===== src/hdl/wdmt_pkg.sv =====
// Shared types and constants for the wildcard device match table.
package wdmt_pkg;

	localparam int TABLE_DEPTH_DEF = 128;

	localparam logic       OP_REGISTER = 1'b0;
	localparam logic       OP_FIND     = 1'b1;
	localparam logic [1:0] KIND_UNUSED = 2'd0;
	localparam logic [1:0] KIND_PCI    = 2'd1;
	localparam logic [15:0] ANY_ID     = 16'hFFFF;
	localparam logic [7:0]  ANY_CODE   = 8'hFF;

	typedef struct packed {
		logic [1:0]  kind;
		logic [15:0] vendor_id;
		logic [15:0] device_id;
		logic [7:0]  class_code;
		logic [7:0]  subclass_code;
		logic [7:0]  interface_code;
		logic [7:0]  bus_number;
		logic [4:0]  slot_number;
	} entry_t;

	typedef enum logic [1:0] {
		ST_CLEAR,
		ST_IDLE,
		ST_READ,
		ST_CMP
	} state_t;

	typedef struct packed {
		logic load;
		logic rd;
		logic clr_wr;
		logic commit;
		logic finish;
	} ctl_cmd_t;

	typedef struct packed {
		logic hit;
		logic last;
		logic clr_last;
	} ctl_sts_t;

endpackage


===== src/hdl/wdmt_ctrl.sv =====
// Controller: clearing pass, accept and the scan sequence.
module wdmt_ctrl
	import wdmt_pkg::*;
(
	input  logic     clk,
	input  logic     arst_n,
	input  logic     start,
	input  ctl_sts_t sts,
	output logic     busy,
	output ctl_cmd_t cmd
);

	state_t state_q;
	state_t state_d;

	always_ff @(posedge clk or negedge arst_n) begin
		if (!arst_n) begin
			state_q <= ST_CLEAR;
		end else begin
			state_q <= state_d;
		end
	end

	always_comb begin
		state_d = state_q;
		cmd     = '0;
		busy    = 1'b1;
		unique case (state_q)
			ST_CLEAR: begin
				cmd.clr_wr = 1'b1;
				if (sts.clr_last) begin
					state_d = ST_IDLE;
				end
			end
			ST_IDLE: begin
				busy = 1'b0;
				if (start) begin
					cmd.load = 1'b1;
					state_d  = ST_READ;
				end
			end
			ST_READ: begin
				cmd.rd  = 1'b1;
				state_d = ST_CMP;
			end
			ST_CMP: begin
				if (sts.hit) begin
					cmd.commit = 1'b1;
					cmd.finish = 1'b1;
					state_d    = ST_IDLE;
				end else if (sts.last) begin
					cmd.finish = 1'b1;
					state_d    = ST_IDLE;
				end else begin
					// advance: fetch the next entry while this one is checked
					cmd.rd = 1'b1;
				end
			end
			default: begin
				state_d = ST_IDLE;
			end
		endcase
	end

endmodule


===== config.mk =====
export PLATFORM = sky130hd
export DESIGN_NAME = wdmt_ctrl
export DESIGN_NICKNAME = d
export VERILOG_FILES = /design/src/hdl/wdmt_pkg.sv /design/src/hdl/wdmt_ctrl.sv
export SDC_FILE = /design/constraint.sdc
export NUM_CORES = 1
export LEC_CHECK = 0
export BUFFER_PORTS_ARGS = -buffer_cell sky130_fd_sc_hd__buf_2
export CORE_AREA = 2 2 39 41
export CTS_CLUSTER_DIAMETER = 60
export CTS_CLUSTER_SIZE = 12
export DETAILED_ROUTE_END_ITERATION = 7
export DIE_AREA = 0 0 41 43
export SKIP_LAST_GASP = 1
export SLEW_MARGIN = 25
export SYNTH_ARGS = -nofsm -noshare
export SYNTH_HDL_FRONTEND = slang
export SYNTH_SLANG_ARGS = --single-unit

===== constraint.sdc =====
create_clock -name clk -period 1.6 [get_ports clk]
set_input_delay 0.16 -clock clk [delete_from_list [all_inputs] [get_ports clk]]
set_output_delay 0.16 -clock clk [all_outputs]
set_load 0.05 [all_outputs]

Yosys cells after proc, flatten, opt, wreduce, memory -nomap -nowiden
Index checks and enable logic that the tools add are counted.
Cells by class
  equality and inequality tests: 6
  multiplexer cells: 16
  reduce and logical (&&, ||, !) cells: 2
Operator list (count)
  2-bit two-way mux: 5
  1-bit two-way mux: 9
  2-bit case mux with 4 select lines: 1
  2-bit == test (second input constant): 2
  2-bit inequality test (second input constant): 2
  3-bit inequality test (second input constant): 1
  3-bit AND reduction: 1
  2-bit by 1-bit == test with 1-bit output (second input constant): 1
  2-bit logical NOT: 1
  1-bit case mux with 2 select lines: 1
Storage, ports and cells
  bits in registers: 2
  output and inout port bits: 6

Longest topological paths before layout
  word-level depth: 3
  mapped depth: 4

Worst setup path before layout
OpenSTA, ideal clock, no wires.
  path kind: reg2reg
  start: register state_q[0]
  end: register state_q[1]
  data arrival time: 1610 ps
  required time: 1473 ps
  setup slack: -137 ps
  cell stages (with the launch flop): 5
  buffers on the path: 0
  path through: dfrtp_1 inv_1 ha_1 a222oi_1 mux2_1
Between the ends
  cells in the longest elaborated chain, start to end: 3
Ends and longest elaborated chain
  from (decl): line wdmt_ctrl.sv:13  | state_t state_q;
  from (signal assigned): line wdmt_ctrl.sv:20  | state_q <= state_d;
  2-bit == test, or another cell as far along: line wdmt_ctrl.sv:28  | unique case (state_q)
  3-bit inequality test (no source line) or 2-bit inequality test (tied branches)
  3-bit AND reduction (no source line)
Several ways; a longest one is shown, not always the timed one.
A chain may end at the register's enable or synchronous reset.

Worst setup path in the final report
  start: register state_q[1]
  end: register state_q[1]
The elaborated chain is that of the path after synthesis.

==> impl_metrics.env <==
export IMPL_r2r_start="state_q[1]"
export IMPL_cp_end_kind="flop"
export IMPL_regToRegSetupSlack_ns=0.09
export IMPL_io_pin_count=12
export IMPL_async_flop_share_pct=100
export IMPL_wl_met2_um=185
export IMPL_setup_viol=0
export IMPL_slowest_stage="dfrtp_1"
export IMPL_min_path_type="in2async"
export IMPL_timing_rr_end="state_q[1]"
export IMPL_slowest_delay_ns=0.39
export IMPL_r2r_cells=5
export IMPL_cts_tree="built"
export IMPL_core_area_sq_um=1380
export IMPL_fp_dieH_um=43
export IMPL_maxUsedRoutingLayer="met3"
export IMPL_syn_nets=29
export IMPL_holdWs_ns=0.244
export IMPL_drv_slew=0
export IMPL_dp_cells=49
export IMPL_start_kind="flop"
export IMPL_placementRows=14
export IMPL_cts_root_buffer="clkbuf_4"
export IMPL_max_freq_mhz=661
export IMPL_finalCoreUtilization_pct=24.1
export IMPL_drt_wirelength_per_cell_um=7.47
export IMPL_fin_skew_ns=0.00532
export IMPL_hold_violations=0
export IMPL_yosys_area_top_type="dfrtp_1"
export IMPL_yosys_area_top_type_share_pct=28.2
export IMPL_gp_congestion=0.546
export IMPL_fin_cells=55
export IMPL_die_x_um=41
export IMPL_drive_gt1_share_pct=61.5
export IMPL_first_pass_iters=5
export IMPL_stdcell_area_sq_um=334
export IMPL_grt_pass1_wl_um=634
export IMPL_relSlewSlack_pct=82.9
export IMPL_clock_path_buffers=2
export IMPL_synth_common_cells="inv_1 (5), ha_1 (4), dfrtp_1 (2), nor2_1 (2)"
export IMPL_place_area_sq_um=280
export IMPL_wl_met3_um=56
export IMPL_grt_pass1_vias=172
export IMPL_crit_type="reg2reg"
export IMPL_clk_pin_slew_ns=0.03
export IMPL_ys_ff_latch=2
export IMPL_grt_overflow=0
export IMPL_die_area_sq_um=1760
export IMPL_antennaDiodeCount=0
export IMPL_largest_reg_flops=2
export IMPL_required_ns=1.70
export IMPL_top_regs="state_q: 2 flops"
export IMPL_viasPerCell=3.56
export IMPL_finalCritPeriodShare_pct=94.5
export IMPL_grt_max_degree=5
export IMPL_tightest_slew_ns=0.257
export IMPL_postSynthCellCount=19
export IMPL_yosys_warnings=0
export IMPL_synth_edf_count=0
export IMPL_htree_levels=1
export IMPL_drt_total_wl_um=411
export IMPL_first_iter_violations=2
export IMPL_layout_nets=51
export IMPL_areaGrowthSynthToFinish_pct=88.0
export IMPL_clock_latency_ns=0.23
export IMPL_synth_distinct_cells=10
export IMPL_port_buffers=11
export IMPL_dp_hpwl_um=315
export IMPL_synthFlopType="dfrtp_1"
export IMPL_drc=0
export IMPL_wl_met1_um=169
export IMPL_drv_cap=0
export IMPL_cts_sinks=2
export IMPL_post_route_min_period_ns=1.51
export IMPL_synth_most_common_cell="inv_1"
export IMPL_nFillCells=160
export IMPL_cts_made_buffers=3
export IMPL_crit_chain="inv_2 -> ha_2 -> a222oi_1 -> buf_4 -> mux2_4"
export IMPL_start_util_pct=12.8
export IMPL_syn_area_per_cell_sq_um=9.35
export IMPL_ant_nets=0
export IMPL_ys_seq_area_share_pct=28.2
export IMPL_grt_util_all_layers_pct=5.72
export IMPL_antenna_found_initial=0
export IMPL_via_count=196
export IMPL_cp_max_fo=4
export IMPL_synthTopCellsByArea="dfrtp_1 (28%), ha_1 (28%), inv_1 (11%), mux2_1 (6.3%), a222oi_1 (5.6%)"
export IMPL_regMostFlops="state_q"
export IMPL_synth_area_sq_um=178
export IMPL_status="finished, final reports clean"
export IMPL_crit_arrival_ns=1.61
## cells by family (layout without fill, tap and decap cells)
group           Yosys count  in the layout  share of synthesized area (%)
buf+inv                   5             25                           10.6
simple gates              4              4                           11.3
compound gates            2              2                           9.86
fa+ha+maj                 4              4                           28.2
flops                     2              2                           28.2
mux                       2              2                           12.0
## placed cells by master, fill, tap and decap left out, types with 2 or more instances in the layout
cell type,n
buf_2,11
buf_4,5
inv_1,4
clkbuf_4,3
ha_2,2
ha_1,2
dfrtp_1,2
## area by class of cell
class                      instances  area, sq um  area share [%]
multi-input combinational         12          120            36.0
timing repair buffer              17          103            30.7
sequential                         2         50.0            15.0
clock buffer                       3         22.5            6.74
tap                               16         20.0            5.99
inverter                           5         18.8            5.62
## metrics by stage
stage                     setup slack, ns  setup TNS [ns]
after floorplan                   -0.0258         -0.0258
after global routing             -0.00542        -0.00542
after CTS                          0.0325               0
after detailed placement           0.0360               0
after global placement             0.0606               0
final                              0.0876               0
## critical path: cells and delay by family, from the launching register on
family / cells / cell delay, ns
flip-flops: 1 / 0.39
AO/OA/AOI/OAI: 1 / 0.32
multiplexers: 1 / 0.29
buffers and inverters: 2 / 0.23
adder cells (fa/ha/maj): 1 / 0.17
## routing by layer
metal	vias up	GRT usage (%)
li1	101	-
met1	86	6.43
met2	9	6.88
met3	0	4.71
met4	0	4.00
met5	-	0
## how the worst max path moves through the flow
stage	start	end	slack (ns)	cells after the start
detailed placement	state_q[1]	state_q[1]	0.04	5
CTS	state_q[1]	state_q[1]	0.03	5
floorplan	state_q[0]	state_q[1]	-0.03	4
global placement	state_q[1]	state_q[1]	0.06	5
global route	state_q[1]	state_q[1]	-0.005	5
finish	state_q[1]	state_q[1]	0.09	5
## repair_timing
item                                    in CTS  in global routing
endpoints found under the hold margin        2                  0
gates resized for setup                      0                  3
endpoints found under the setup margin       0                  2
hold buffers                                 1                  0
setup buffers                                0                  2
Power is not shown: default switching activity piles up to over one toggle a cycle in this logic, so the estimate is an artifact.
